File: src/rtl/core/akt_pkg.sv
// ----------------------------------------------------------------------------
// akt_pkg: shared types and constants of the active key timeout table
// Holds the function codes, the classified command that passes from the front
// part to the back part, and the table and queue dimensions.
// ----------------------------------------------------------------------------
package akt_pkg;

  // Table and result limits.
  localparam int SLOTS_DEF     = 5;
  localparam int MAX_RESULTS   = 5;
  localparam int CNT_W         = (MAX_RESULTS > 1) ? $clog2(MAX_RESULTS) : 1;
  localparam logic [7:0] TIMEOUT_RESET = 8'd60;

  // Depth of the command queue between front and back.
  localparam int QUEUE_DEPTH   = 2;
  localparam int QPTR_W        = (QUEUE_DEPTH > 1) ? $clog2(QUEUE_DEPTH) : 1;
  localparam int QCNT_W        = $clog2(QUEUE_DEPTH + 1);

  // Function codes of an input item.
  localparam logic [1:0] FUNC_PRESS   = 2'd0;
  localparam logic [1:0] FUNC_SCAN    = 2'd1;
  localparam logic [1:0] FUNC_REFRESH = 2'd2;

  // Classified operation.
  typedef enum logic [2:0] {
    OP_PRESS,
    OP_PRESS_NULL,
    OP_SCAN,
    OP_REFRESH,
    OP_NOP
  } op_t;

  typedef struct packed {
    op_t        op;
    logic [7:0] addr;
    logic [7:0] key;
    logic [7:0] now;
  } cmd_t;

endpackage

File: src/rtl/core/akt_front.sv
// ----------------------------------------------------------------------------
// akt_front: item intake and command queue
// Classifies each accepted item into an operation and holds it in a short
// queue until the back part takes it.
// ----------------------------------------------------------------------------
module akt_front import akt_pkg::*; (
  input  logic       clk,
  input  logic       rst,
  input  logic       item_valid,
  output logic       item_stall,
  input  logic [1:0] func,
  input  logic [7:0] sender_addr,
  input  logic [7:0] key_number,
  input  logic [7:0] now_ms,
  output cmd_t       q_cmd,
  output logic       q_valid,
  input  logic       q_pop
);

  localparam logic [QPTR_W-1:0] PTR_LAST = QPTR_W'(QUEUE_DEPTH - 1);
  localparam logic [QCNT_W-1:0] CNT_FULL = QCNT_W'(QUEUE_DEPTH);

  cmd_t              entry [QUEUE_DEPTH];
  logic [QPTR_W-1:0] wr_ptr;
  logic [QPTR_W-1:0] rd_ptr;
  logic [QCNT_W-1:0] count;
  cmd_t              cmd_in;
  logic              push;
  logic              pop;

  always_comb begin
    cmd_in.addr = sender_addr;
    cmd_in.key  = key_number;
    cmd_in.now  = now_ms;
    unique case (func)
      FUNC_PRESS:   cmd_in.op = (sender_addr == 8'd0) ? OP_PRESS_NULL : OP_PRESS;
      FUNC_SCAN:    cmd_in.op = OP_SCAN;
      FUNC_REFRESH: cmd_in.op = OP_REFRESH;
      default:      cmd_in.op = OP_NOP;
    endcase
  end

  assign item_stall = (count == CNT_FULL);
  assign push       = item_valid && !item_stall;
  assign q_valid    = (count != '0);
  assign pop        = q_pop && q_valid;
  assign q_cmd      = entry[rd_ptr];

  always_ff @(posedge clk) begin
    if (push) begin
      entry[wr_ptr] <= cmd_in;
    end
  end

  always_ff @(posedge clk) begin
    if (rst) begin
      wr_ptr <= '0;
      rd_ptr <= '0;
      count  <= '0;
    end else begin
      if (push) begin
        wr_ptr <= (wr_ptr == PTR_LAST) ? '0 : QPTR_W'(wr_ptr + 1'b1);
      end
      if (pop) begin
        rd_ptr <= (rd_ptr == PTR_LAST) ? '0 : QPTR_W'(rd_ptr + 1'b1);
      end
      if (push && !pop) begin
        count <= QCNT_W'(count + 1'b1);
      end else if (pop && !push) begin
        count <= QCNT_W'(count - 1'b1);
      end
    end
  end

endmodule

File: src/rtl/core/akt_back.sv
// ----------------------------------------------------------------------------
// akt_back: key table and command sequencer
// Holds the slot table and carries out one command at a time, visiting one
// slot per cycle while no release is stalled, and drives the result register.
// ----------------------------------------------------------------------------
module akt_back import akt_pkg::*; #(
  parameter int SLOTS = SLOTS_DEF
) (
  input  logic       clk,
  input  logic       rst,
  input  cmd_t       q_cmd,
  input  logic       q_valid,
  output logic       q_pop,
  input  logic [7:0] timeout_ms,
  output logic       result_valid,
  input  logic       result_stall,
  output logic       is_new,
  output logic       released,
  output logic [7:0] rel_addr,
  output logic [7:0] rel_key,
  output logic       last
);

  localparam int IDX_W = (SLOTS > 1) ? $clog2(SLOTS) : 1;
  localparam logic [IDX_W-1:0] LAST_IDX  = IDX_W'(SLOTS - 1);
  localparam logic [CNT_W-1:0] CNT_FINAL = CNT_W'(MAX_RESULTS - 1);

  typedef enum logic [2:0] {
    S_IDLE,
    S_PRESS,
    S_SCAN_MASK,
    S_SCAN,
    S_REFRESH,
    S_FINISH
  } state_t;

  state_t           state;
  cmd_t             cmd;
  logic [IDX_W-1:0] idx;
  logic [IDX_W-1:0] empty_idx;
  logic [SLOTS-1:0] mask;
  logic [CNT_W-1:0] rel_cnt;
  logic             res_new;

  logic [7:0] slot_addr  [SLOTS];
  logic [7:0] slot_key   [SLOTS];
  logic [7:0] slot_stamp [SLOTS];

  logic [7:0]       cur_addr;
  logic [7:0]       cur_key;
  logic             cur_match;
  logic             out_free;
  logic [SLOTS-1:0] expired;
  logic [SLOTS-1:0] mask_rest;
  logic             scan_last;

  logic             addr_we;
  logic             key_we;
  logic             stamp_we;
  logic [IDX_W-1:0] widx;
  logic [7:0]       addr_wdata;

  assign cur_addr  = slot_addr[idx];
  assign cur_key   = slot_key[idx];
  assign cur_match = (cur_addr != 8'd0) && (cur_addr == cmd.addr) && (cur_key == cmd.key);
  assign out_free  = !result_valid || !result_stall;
  assign q_pop     = (state == S_IDLE) && q_valid;
  assign mask_rest = mask & ~(SLOTS'(1) << idx);
  assign scan_last = (rel_cnt == CNT_FINAL) || (mask_rest == '0);

  // Expiry test of every slot against the scan's time stamp.
  always_comb begin
    for (int i = 0; i < SLOTS; i++) begin
      expired[i] = (slot_addr[i] != 8'd0) &&
                   (8'(cmd.now - slot_stamp[i]) > timeout_ms);
    end
  end

  // Table write control for the slot under the sequencer.
  always_comb begin
    addr_we    = 1'b0;
    key_we     = 1'b0;
    stamp_we   = 1'b0;
    widx       = idx;
    addr_wdata = cmd.addr;
    unique case (state)
      S_PRESS: begin
        if (cur_match) begin
          stamp_we = 1'b1;
        end else if (idx == LAST_IDX) begin
          widx     = (cur_addr == 8'd0) ? idx : empty_idx;
          addr_we  = 1'b1;
          key_we   = 1'b1;
          stamp_we = 1'b1;
        end
      end
      S_SCAN: begin
        if (mask[idx] && out_free) begin
          addr_we    = 1'b1;
          addr_wdata = 8'd0;
        end
      end
      S_REFRESH: begin
        stamp_we = (cur_addr != 8'd0);
      end
      default: begin
      end
    endcase
  end

  always_ff @(posedge clk) begin
    if (rst) begin
      for (int i = 0; i < SLOTS; i++) begin
        slot_addr[i] <= 8'd0;
      end
    end else if (addr_we) begin
      slot_addr[widx] <= addr_wdata;
    end
  end

  always_ff @(posedge clk) begin
    if (key_we) begin
      slot_key[widx] <= cmd.key;
    end
    if (stamp_we) begin
      slot_stamp[widx] <= cmd.now;
    end
  end

  always_ff @(posedge clk) begin
    if (rst) begin
      state        <= S_IDLE;
      result_valid <= 1'b0;
    end else begin
      if (result_valid && !result_stall) begin
        result_valid <= 1'b0;
      end
      unique case (state)
        S_IDLE: begin
          if (q_valid) begin
            cmd       <= q_cmd;
            idx       <= '0;
            empty_idx <= '0;
            rel_cnt   <= '0;
            res_new   <= 1'b0;
            unique case (q_cmd.op)
              OP_PRESS:   state <= S_PRESS;
              OP_SCAN:    state <= S_SCAN_MASK;
              OP_REFRESH: state <= S_REFRESH;
              default:    state <= S_FINISH;
            endcase
          end
        end
        S_PRESS: begin
          if (cur_match) begin
            res_new <= 1'b0;
            state   <= S_FINISH;
          end else begin
            if (cur_addr == 8'd0) begin
              empty_idx <= idx;
            end
            if (idx == LAST_IDX) begin
              res_new <= 1'b1;
              state   <= S_FINISH;
            end else begin
              idx <= IDX_W'(idx + 1'b1);
            end
          end
        end
        S_SCAN_MASK: begin
          mask <= expired;
          if (expired == '0) begin
            state <= S_FINISH;
          end else begin
            state <= S_SCAN;
          end
        end
        S_SCAN: begin
          if (mask[idx]) begin
            if (out_free) begin
              result_valid <= 1'b1;
              is_new       <= 1'b0;
              released     <= 1'b1;
              rel_addr     <= cur_addr;
              rel_key      <= cur_key;
              last         <= scan_last;
              mask         <= mask_rest;
              rel_cnt      <= CNT_W'(rel_cnt + 1'b1);
              if (scan_last) begin
                state <= S_IDLE;
              end else if (idx != LAST_IDX) begin
                idx <= IDX_W'(idx + 1'b1);
              end
            end
          end else if (idx != LAST_IDX) begin
            idx <= IDX_W'(idx + 1'b1);
          end
        end
        S_REFRESH: begin
          if (idx == LAST_IDX) begin
            state <= S_FINISH;
          end else begin
            idx <= IDX_W'(idx + 1'b1);
          end
        end
        S_FINISH: begin
          if (out_free) begin
            result_valid <= 1'b1;
            is_new       <= res_new;
            released     <= 1'b0;
            rel_addr     <= 8'd0;
            rel_key      <= 8'd0;
            last         <= 1'b1;
            state        <= S_IDLE;
          end
        end
        default: begin
          state <= S_IDLE;
        end
      endcase
    end
  end

  // Only a scan gives more than one result, so a result that is not the last
  // one must carry a release.
  a_multi_only_scan: assert property (@(posedge clk) disable iff (rst)
    (result_valid && !last) |-> released)
    else $error("non-final result without a release");

  // A release never reports an empty slot.
  a_release_addr: assert property (@(posedge clk) disable iff (rst)
    (result_valid && released) |-> (rel_addr != 8'd0))
    else $error("release of an empty slot");

  // A result is either a press answer or a release, never both.
  a_new_vs_release: assert property (@(posedge clk) disable iff (rst)
    result_valid |-> !(is_new && released))
    else $error("result flags both new key and release");

  // A command is taken from the queue only when the last result of the
  // previous one has been loaded.
  a_pop_idle: assert property (@(posedge clk) disable iff (rst)
    q_pop |=> (state != S_IDLE))
    else $error("command taken but sequencer stayed idle");

endmodule

File: src/rtl/core/active_key_timeout_table.sv
// ----------------------------------------------------------------------------
// active_key_timeout_table: table of held keys with timeout release
// Top level: timeout register, item intake and queue, table sequencer.
// ----------------------------------------------------------------------------
// The block keeps a table of SLOTS keys that are currently held, each entry
// holding a sender address, a key number and an 8-bit millisecond stamp; an
// address of zero marks an empty slot. A press item refreshes the stamp of a
// matching entry or stores the key in the highest-numbered empty slot
// (slot 0 is overwritten when the table is full) and gives one result whose
// is_new says whether the key was new. A scan item gives one result per entry
// whose wrapped age exceeds timeout_ms, in slot order and at most MAX_RESULTS
// of them, clearing each released entry; without expiry it gives a single
// result with released low. A refresh item restamps every active entry. Each
// item's final result has last set. Items enter a two-entry queue, so intake
// goes on while the table sequencer works and while a result waits on
// result_stall. The sequencer visits one slot per cycle, save that a scan
// holds on an expired slot while its release waits on result_stall. A press
// ends its walk at a matching slot, a scan at its last released entry and a
// refresh at the last slot; a scan without expiry, a press with address zero
// and an unused code skip the walk. The timeout register resets to 60 and is
// written through cfg_valid/cfg_ready, which is always ready; write it only
// while the block is idle.
// ----------------------------------------------------------------------------
module active_key_timeout_table import akt_pkg::*; #(
  parameter int SLOTS = SLOTS_DEF
) (
  input  logic       clk,
  input  logic       rst,
  // Configuration write channel.
  input  logic       cfg_valid,
  output logic       cfg_ready,
  input  logic [7:0] cfg_data,
  // Input item channel.
  input  logic       item_valid,
  output logic       item_stall,
  input  logic [1:0] func,
  input  logic [7:0] sender_addr,
  input  logic [7:0] key_number,
  input  logic [7:0] now_ms,
  // Result item channel.
  output logic       result_valid,
  input  logic       result_stall,
  output logic       is_new,
  output logic       released,
  output logic [7:0] rel_addr,
  output logic [7:0] rel_key,
  output logic       last
);

  logic [7:0] timeout_ms;
  cmd_t       q_cmd;
  logic       q_valid;
  logic       q_pop;

  // The register is a single byte and can always be written.
  assign cfg_ready = 1'b1;

  always_ff @(posedge clk) begin
    if (rst) begin
      timeout_ms <= TIMEOUT_RESET;
    end else if (cfg_valid && cfg_ready) begin
      timeout_ms <= cfg_data;
    end
  end

  // Front part: classifies every accepted item and queues it.
  akt_front u_front (
    .clk         (clk),
    .rst         (rst),
    .item_valid  (item_valid),
    .item_stall  (item_stall),
    .func        (func),
    .sender_addr (sender_addr),
    .key_number  (key_number),
    .now_ms      (now_ms),
    .q_cmd       (q_cmd),
    .q_valid     (q_valid),
    .q_pop       (q_pop)
  );

  // Back part: owns the table and works through one command at a time.
  akt_back #(
    .SLOTS (SLOTS)
  ) u_back (
    .clk          (clk),
    .rst          (rst),
    .q_cmd        (q_cmd),
    .q_valid      (q_valid),
    .q_pop        (q_pop),
    .timeout_ms   (timeout_ms),
    .result_valid (result_valid),
    .result_stall (result_stall),
    .is_new       (is_new),
    .released     (released),
    .rel_addr     (rel_addr),
    .rel_key      (rel_key),
    .last         (last)
  );

endmodule

File: config.mk
export PLATFORM = sky130hd
export DESIGN_NAME = active_key_timeout_table
export DESIGN_NICKNAME = d
export VERILOG_FILES = /design/src/rtl/core/akt_pkg.sv /design/src/rtl/core/akt_front.sv /design/src/rtl/core/akt_back.sv /design/src/rtl/core/active_key_timeout_table.sv
export SDC_FILE = /design/constraint.sdc
export NUM_CORES = 1
export LEC_CHECK = 0
export BUFFER_PORTS_ARGS = -buffer_cell sky130_fd_sc_hd__buf_2
export CORE_ASPECT_RATIO = 2
export CORE_MARGIN = 3
export CORE_UTILIZATION = 50
export DETAILED_ROUTE_END_ITERATION = 6
export PLACE_DENSITY = 0.67
export SKIP_CTS_REPAIR_TIMING = 1
export SLEW_MARGIN = 0
export SYNTH_ARGS = -nofsm -noshare
export SYNTH_HDL_FRONTEND = slang
export SYNTH_SLANG_ARGS = --single-unit
File: constraint.sdc
create_clock -name clk -period 8.9 [get_ports clk]
set_clock_uncertainty 0.15 [all_clocks]
set_input_delay 1.78 -clock clk [delete_from_list [all_inputs] [get_ports clk]]
set_output_delay 1.78 -clock clk [all_outputs]
set_load 0.01 [all_outputs]
; Yosys cells after proc, flatten, opt, wreduce, memory -nomap -nowiden
; Memory sizes are Yosys's and may differ from the RTL's. A register that Yosys moved wholly into a read port is not among the register bits.
; Cells that the tools add are included.
[totals]
inputBits = 39
wordCells = 208
latchBits = 0
rom_bits = 0
out_inout_bits = 22
ff_bits = 74
ram_bits = 174
n_memories = 4
[mem_list]
columns = name, words, word_bits, read_ports, rd_clocked_by_memory_dff, write_ports, line
row1 = u_front.entry, 2, 27, 1, 1, 1, akt_front.sv:23  ; cmd_t entry [QUEUE_DEPTH];
row2 = u_back.slot_addr, 5, 8, 6, 1, 5, akt_back.sv:45  ; logic [7:0] slot_addr [SLOTS];
row3 = u_back.slot_key, 5, 8, 1, 1, 1, akt_back.sv:46  ; logic [7:0] slot_key [SLOTS];
row4 = u_back.slot_stamp, 5, 8, 5, 0, 1, akt_back.sv:47  ; logic [7:0] slot_stamp [SLOTS];
[op_classes]
reduce_logical = 50
div = 0
add_sub_neg = 11
n_lt_le_gt_ge = 6
mux = 90
n_eq_ne = 24
bitwise_logic = 3
shift = 1
multipliers = 0
[ops]
columns = op, n
row1 = $mux W3, 25
row2 = $mux W8, 8
row3 = $reduce_bool A8 Y1, 6
row4 = $gt A8 B8 Y1, 5
row5 = $sub A8 B8 Y8, 5
row6 = $mux W1, 36
row7 = $pmux W8 S2, 2
row8 = $pmux W3 S3, 2
row9 = $pmux W3 S6, 1
row10 = $eq A8 B8 Y1, 2
row11 = $logic_not A8 Y1, 2
row12 = $reduce_and A5 Y1, 3
row13 = $logic_and A1 B1 Y1, 14
row14 = $pmux W1 S2, 7
row15 = $eq A3 B2 Y1 const B, 4
row16 = $eq A3 B3 Y1 const B, 4
row17 = $pmux W3 S2, 2
row18 = $pmux W3 S4, 1
row19 = $reduce_and A4 Y1, 3
row20 = $reduce_bool A2 Y1, 6
row21 = $logic_not A5 Y1, 2
row22 = $mux W5, 2
row23 = $ne A2 B1 Y1 const B, 5
row24 = $pmux W5 S2, 1
row25 = other kinds (26), 37

; Logic depth before layout (Yosys ltp)
; Gate-level depths: netlist (run 1).
[depth]
ltp_word = 10
mapped_depth = 20

; By module
; Synthesis (run 1) repeated with hierarchy kept, for this count alone.
[hier_totals]
cells_unflattened = 1077
hier_area_um2 = 14156.1
[by_module_without_submodules]
columns = mod, n_inst, area_per_inst_um2, seq_area_each_um2, cells_per_inst
row1 = akt_back, 1, 11623.6, 6206.0, 932
row2 = akt_front, 1, 2224.6, 1721.7, 117
row3 = active_key_timeout_table, 1, 307.8, 160.2, 28

; Worst setup path after synthesis (run 1)
; No wires, ideal clock.
[synth_path]
path_type = in2reg
startpoint = input rst
endpoint = register u_back.cmd[0] in the netlist's numbering, enable pin
arrival_time_ns = 3.189
stages = 3
path_slack_ns = 5.156
required_time_ns = 8.345
path_buffers = 2
path_cell_list = clkbuf_1 > clkbuf_1 > nor2_1
[synth_between]
elab_chain_len = 2
[synth_lines]
columns = item, line
row1 = start: declaration, active_key_timeout_table.sv:28  ; input logic rst,
row2 = $not A1 Y1 (no line), -
row3 = $reduce_and A3 Y1 (no line), -
row4 = end signal: assignment, akt_back.sv:141  ; cmd <= q_cmd;
row5 = end: declaration, akt_back.sv:38  ; cmd_t cmd;
; Every way passes these cells.
; A chain may end at the register's enable or synchronous reset.

==> qor.yml, run 1 <==
place:
  place_ws_ns: 4.15
  dp_hpwl_um: 23500
  placed_area_um2: 14300
  gp_congestion: 0.930
  numPortBuffers: 59
timing:
  rsz0062_at_grt: "no"
  final.min_clock_period_ns: 4.77
  relSlewSlack: 0.253
  finalSetupTns_ns: 0
  post-route-period-util: 0.536
  layout_setup_ws_ns: 4.13
  fmax_ghz: 0.209
  final-hold-violation-count: 0
  final_max_slew_viol_count: 0
  tightest_slew_ns: 1.12
  finalSetupViolCount: 0
die:
  start_util: 0.507
  die_area_um2: 29400
  core-area_um2: 26900
  rows: 85
  io_pins: 61
  die_w_um: 123
  die_y_um: 240
critical_path:
  cpMostUsedCell: "nand2_1"
  required_ns: 8.96
  setup.worst_path.end_class: "register"
  rr_worst_depth: 9
  path_class: "reg2reg"
  path_max_fanout: 22
  cp_num_buf_inv: 0
  cp_slowest_cell: "dfxtp_1"
  crit_arrival_ns: 4.84
  path_cells: "mux4_1 -> mux2i_1 -> nand2_1 -> nand4bb_4 -> and4_4 -> a21oi_4 -> a32oi_2 -> or3b_1 -> nand2_1"
  cpPeakStageDelay_ns: 1.07
  crit_family: "simple AND/OR/NAND/NOR gates"
  cp_num_cells: 9
  start_kind: "register"
global_route:
  grt_pass1_vias: 8769
  grt_usage: 0.213
  antenna_found_initial: 1
  grt.overflow.total: 0
  grt_max_degree: 35
  grt_pass1_wl_um: 47100
yosys:
  synth_compound_area_frac: 0.0756
  syn_area_per_cell_um2: 13.1
  synthXorXnorAreaFrac: 0.0366
  synth_fa_ha_area_frac: 0.0852
  synthTopCellsByCount: "edfxtp_1 (256), nor2_1 (97), ha_1 (85)"
  yosysWarnings: 0
  synth_nets: 1172
  synth_area_um2: 13700
  ys_ff_latch: 276
  synth.most_common_cell: "edfxtp_1"
  async_flop_share: 0
  ys_types: 70
  synth_top_area_cell: "edfxtp_1"
  synthSimpleGateAreaFrac: 0.0973
  syn_inst: 1043
  seq_area_frac_synth: 0.592
  synth_area_leaders: "edfxtp_1 (56%), ha_1 (7.8%), dfxtp_1 (2.9%)"
  synth_top_family_by_area: "simple AND/OR/NAND/NOR gates"
  synth_flop_cell: "edfxtp_1"
  synth.area.mux_share: 0.0767
  synth_edf_count: 256
  yosysTopAreaCellShare: 0.563
clock_network:
  cts_max_level: 1
  insertion_delay_ns: 0.54
  cts_tree: "yes"
  clk_pin_slew_ns: 0.07
  clkSinkCount: 276
  cts_buffers: 25
  clock-root-buffer: "clkbuf_16"
  cts-root-to-sink-buffers: 3
final_layout:
  n_fill_cell: 2193
  fin_util: 0.562
  area_growth_pct: 10.8
  fin_nets: 1235
  drive_gt1_frac: 0.156
  design_area_um2: 15100
status:
  outcome: "complete, no violations"
power_and_ir_drop:
  ir_drop_mv: 0.306
  p_per_area_nw_per_um2: 293
  p_leak_nw: 5.82
routing:
  firstDrtPassIters: 5
  ant_nets: 0
  drt_iter0_drc: 489
  via_count: 8348
  drcViolationCount: 0
  drt-wirelength-per-cell_um: 20.7
  drt_wl_total_um: 30500
  viasPerCell: 5.66
hold_path:
  min_path_type: "reg2reg"
  hold_depth: 2
flow_run:
  max_cap_violations: 0
[worst paths after layout]
check | startpoint | endpoint | slack [ns]
setup / recovery | register | u_back.slot_addr[1][7]$_SDFFCE_PN0P_ | 4.13
hold / removal | u_front.rd_ptr$_SDFFE_PP0P_ | register | 0.35
setup reg to reg | register | u_back.slot_addr[1][7]$_SDFFCE_PN0P_ | 4.13
hold reg to reg | u_front.rd_ptr$_SDFFE_PP0P_ | register | 0.35
[metal layers]
metal,global-route usage,vias up,wire [um]
met2,0.427,246,17800
met4,0.0962,0,1540
li1,-,3951,-
met3,0.0250,93,1360
met5,0,-,0
met1,0.208,4058,9870
[kinds of logic after synthesis]
group / Yosys count
compound gates: 159
mux: 79
fa+ha+maj: 90
xor+xnor: 57
buf+inv: 116
other cells: 1
flops: 276
simple gates: 265
[area by class of cell]
type                    instances  area [um2]  share of cell area
well taps                     348         435              0.0288
repair buffers                 67         355              0.0235
inverters                      85         319              0.0211
multi-input cells             651        5080               0.336
diodes                          1        2.50            0.000165
flip-flops and latches        276        8090               0.534
clock buffers                  29         651              0.0430
clock inverters                17         199              0.0131
[placed cells by master (no fill, tap or decap), drive strengths merged, types with 3 or more instances in the layout]
cell type | netlist | routed
mux4 | 15 | 15
nand2b | 8 | 8
nand3 | 17 | 17
xnor2 | 34 | 34
o311ai | 4 | 4
bufinv | 0 | 4
fa | 5 | 5
nor2b | 10 | 10
o21a | 11 | 11
nor4 | 16 | 16
o21bai | 10 | 10
o21ai | 31 | 31
nand4 | 7 | 7
inv | 84 | 86
edfxtp | 256 | 256
clkinvlp | 0 | 3
o211ai | 7 | 7
nand3b | 7 | 7
clkbuf | 14 | 29
xor2 | 23 | 23
a31oi | 5 | 5
a22oi | 7 | 7
a21o | 12 | 12
nand2 | 61 | 61
and3 | 5 | 5
dfxtp | 20 | 20
nor3b | 4 | 4
mux2 | 27 | 27
a32oi | 3 | 3
nor3 | 9 | 9
mux2i | 37 | 37
buf | 17 | 67
clkinv | 1 | 9
ha | 85 | 85
and2 | 5 | 5
nor2 | 104 | 104
a21oi | 55 | 55
[report_power, final]
part	switching [mW]	total [mW]	leakage, nW	internal (mW)
logic	0.860	1.49	2.85	0.632
registers	0.182	1.83	2.55	1.65
clock network	0.464	1.11	0.414	0.644
[sequential cells by signal (all words and copies together), names as in the netlist, 2 cells and up, named ones only]
signal	flops
u_back.cmd	24
u_back.mask	5
u_back.idx	3
u_front.count	2
u_back.rel_addr	8
u_back.rel_cnt	3
u_front.entry	54
u_back.rel_key	8
u_back.empty_idx	3
u_back.slot_stamp	40
u_back.state	3
u_back.slot_key	40
timeout_ms	8
u_back.slot_addr	64
[worst register-to-register path: stages, from the launching register on]
cell,delay [ns]
dfxtp_1,1.07
mux4_1,0.66
mux2i_1,0.34
nand2_1,0.12
nand4bb_4,0.35
and4_4,0.29
a21oi_4,0.27
a32oi_2,0.26
or3b_1,0.60
nand2_1,0.34
[per-stage QoR]
step           instances  total power, mW  hold WS (ns)
2_1_floorplan       1043             2.94         0.310
3_3_place_gp        1427             3.32         0.327
3_5_place_dp        1427             3.35         0.343
4_1_cts             1473             4.46         0.359
5_1_grt             1473             4.68         0.402
6_report            1474             4.43         0.353
(Power assumes the default switching activity.)
==> run 2: changes to the inputs <==
PLACE_DENSITY = 0.7   (was 0.67)
clock period = 3.93 ns   (was 8.9 ns; I/O delays follow)
==> run 2 against run 1 <==
Compared with the run above:
- final area is 4.4% higher
- critical endpoint is now u_back.state[2]$_SDFFE_PP0P_
- highest routed layer unchanged
- setup slack worse by 4.1 ns
- critical path depth is 10 higher
- fmax is 22% higher
==> qor.yml, run 2 (synthesis results as in run 1) <==
final_layout:
  final_cell_mix: "edfxtp_1 (256), nor2_1 (93), ha_1 (82)"
  layout_commonest_cell: "edfxtp_1"
  fin_util: 0.587
  largest_reg_flops: 64
  largest_register: "u_back.slot_addr"
  largest_registers: "u_back.slot_addr (64), u_front.entry (54)"
  design_area_um2: 15800
  final-instance-count-excl-fill: 1530
  fin_nets: 1294
  drive_gt1_frac: 0.233
  n_fill_cell: 2147
  area_growth_pct: 15.8
  diodes: 0
critical_path:
  setup.worst_path.end_class: "register"
  cp_num_buf_inv: 2
  path_max_fanout: 6
  cpMostUsedCell: "nand2_1"
  crit_arrival_ns: 4.23
  path_class: "reg2reg"
  required_ns: 4.25
  start_kind: "register"
  cpPeakStageDelay_ns: 0.53
  path_cells: "buf_6 -> fa_2 -> nand2_1 -> nand2_1 -> a21oi_2 -> o21bai_1 -> a21oi_1 -> xnor2_1 -> ha_1 -> a21o_1 -> a21oi_2 -> nand2_1 -> o311ai_2 -> a31oi_2 -> nor4_4 -> buf_4 -> nand3b_1 -> a221oi_2 -> o31a_1"
  crit_family: "compound AO/OA/AOI/OAI gates"
  cp_slowest_cell: "edfxtp_1"
global_route:
  antenna_found_initial: 0
  grt_max_degree: 35
  grt.overflow.total: 0
  grt_usage: 0.207
  grt_pass1_vias: 8896
  grt_pass1_wl_um: 46300
power_and_ir_drop:
  p_per_area_nw_per_um2: 664
  total_power_mw: 10.5
  p_leak_nw: 6.13
  ir_drop_mv: 0.573
die:
  die_w_um: 123
  die_y_um: 240
  start_util: 0.507
  core-area_um2: 26900
  die_area_um2: 29400
  rows: 85
  io_pins: 61
routing:
  drt_iter0_drc: 497
  viasPerCell: 5.59
  ant_nets: 0
  firstDrtPassIters: 6
  drcViolationCount: 0
  drt-wirelength-per-cell_um: 19.5
  via_count: 8557
  drt_wl_total_um: 29900
clock_network:
  clk_pin_slew_ns: 0.07
  cts_max_level: 1
  clkSinkCount: 276
  cts_buffers: 23
  cts-root-to-sink-buffers: 3
  cts_tree: "yes"
  insertion_delay_ns: 0.53
  clock-root-buffer: "clkbuf_16"
timing:
  tightest_slew_ns: 0.801
  relSlewSlack: 0.461
  layout_setup_ws_ns: 0.0270
  final.min_clock_period_ns: 3.90
  rsz0062_at_grt: "yes"
  whs_ns: 0.290
  finalSetupTns_ns: 0
  post-route-period-util: 0.993
  fmax_ghz: 0.256
  final-hold-violation-count: 0
  final_max_slew_viol_count: 0
  finalSetupViolCount: 0
place:
  gp_congestion: 0.941
  placed_area_um2: 14700
  place_ws_ns: -0.211
  place_inst: 1479
  dp_hpwl_um: 22600
  numPortBuffers: 59
flow_run:
  max_cap_violations: 0
status:
  outcome: "complete, no violations"
hold_path:
  min_path_type: "in2reg"
[run 2: changes by cell type in the layout (fill, tap and decap cells not counted), sizes merged]
cell | previous run | this run
bufinv | 4 | 5
clkinvlp | 3 | 2
buf | 67 | 128
diode | 1 | 0
inv | 86 | 87
clkbuf | 29 | 24
[run 2: path summary, 6_finish.rpt]
check	start	cells after the start	slack [ns]	to
worst max-delay path	u_back.cmd[1]$_DFFE_PP_	19	0.03	u_back.state[2]$_SDFFE_PP0P_
worst min-delay path	key_number[7]	1	0.29	u_front.entry[1][15]$_DFFE_PP_
worst max register to register	u_back.cmd[1]$_DFFE_PP_	19	0.03	u_back.state[2]$_SDFFE_PP0P_
worst min register to register	timeout_ms[6]$_SDFFE_PP0P_	2	0.35	timeout_ms[6]$_SDFFE_PP0P_
[run 2: power breakdown]
| part | leakage [nW] | internal (mW) | switching [mW] |
|---|---|---|---|
| registers | 2.55 | 3.74 | 0.330 |
| logic | 3.18 | 1.82 | 2.15 |
| clock network | 0.395 | 1.42 | 1.04 |
| total | 6.13 | 6.98 | 3.52 |
[run 2: layout make-up]
class | count | area (um2) | share of cell area
Sequential cell | 276 | 8090 | 0.512
Multi-Input combinational cell | 651 | 5280 | 0.334
Timing Repair Buffer | 128 | 862 | 0.0545
Clock buffer | 24 | 579 | 0.0367
Tap cell | 348 | 435 | 0.0275
Inverter | 85 | 322 | 0.0203
Clock inverter | 18 | 238 | 0.0150
[run 2: worst reg2reg max path, cell delays in order, from the launching register on]
cell,delay (ns)
edfxtp_1,0.53
buf_6,0.19
fa_2,0.38
nand2_1,0.08
nand2_1,0.08
a21oi_2,0.15
o21bai_1,0.09
a21oi_1,0.18
xnor2_1,0.11
ha_1,0.32
a21o_1,0.20
a21oi_2,0.16
nand2_1,0.08
o311ai_2,0.09
a31oi_2,0.10
nor4_4,0.32
buf_4,0.16
nand3b_1,0.08
a221oi_2,0.25
o31a_1,0.16
[run 2: layer usage]
layer	global-route usage	wire length, um	vias up
met3	0.0220	1030	90
met4	0.104	1620	0
met5	0	0	-
met1	0.208	10200	4208
met2	0.407	17000	196
li1	-	-	4063
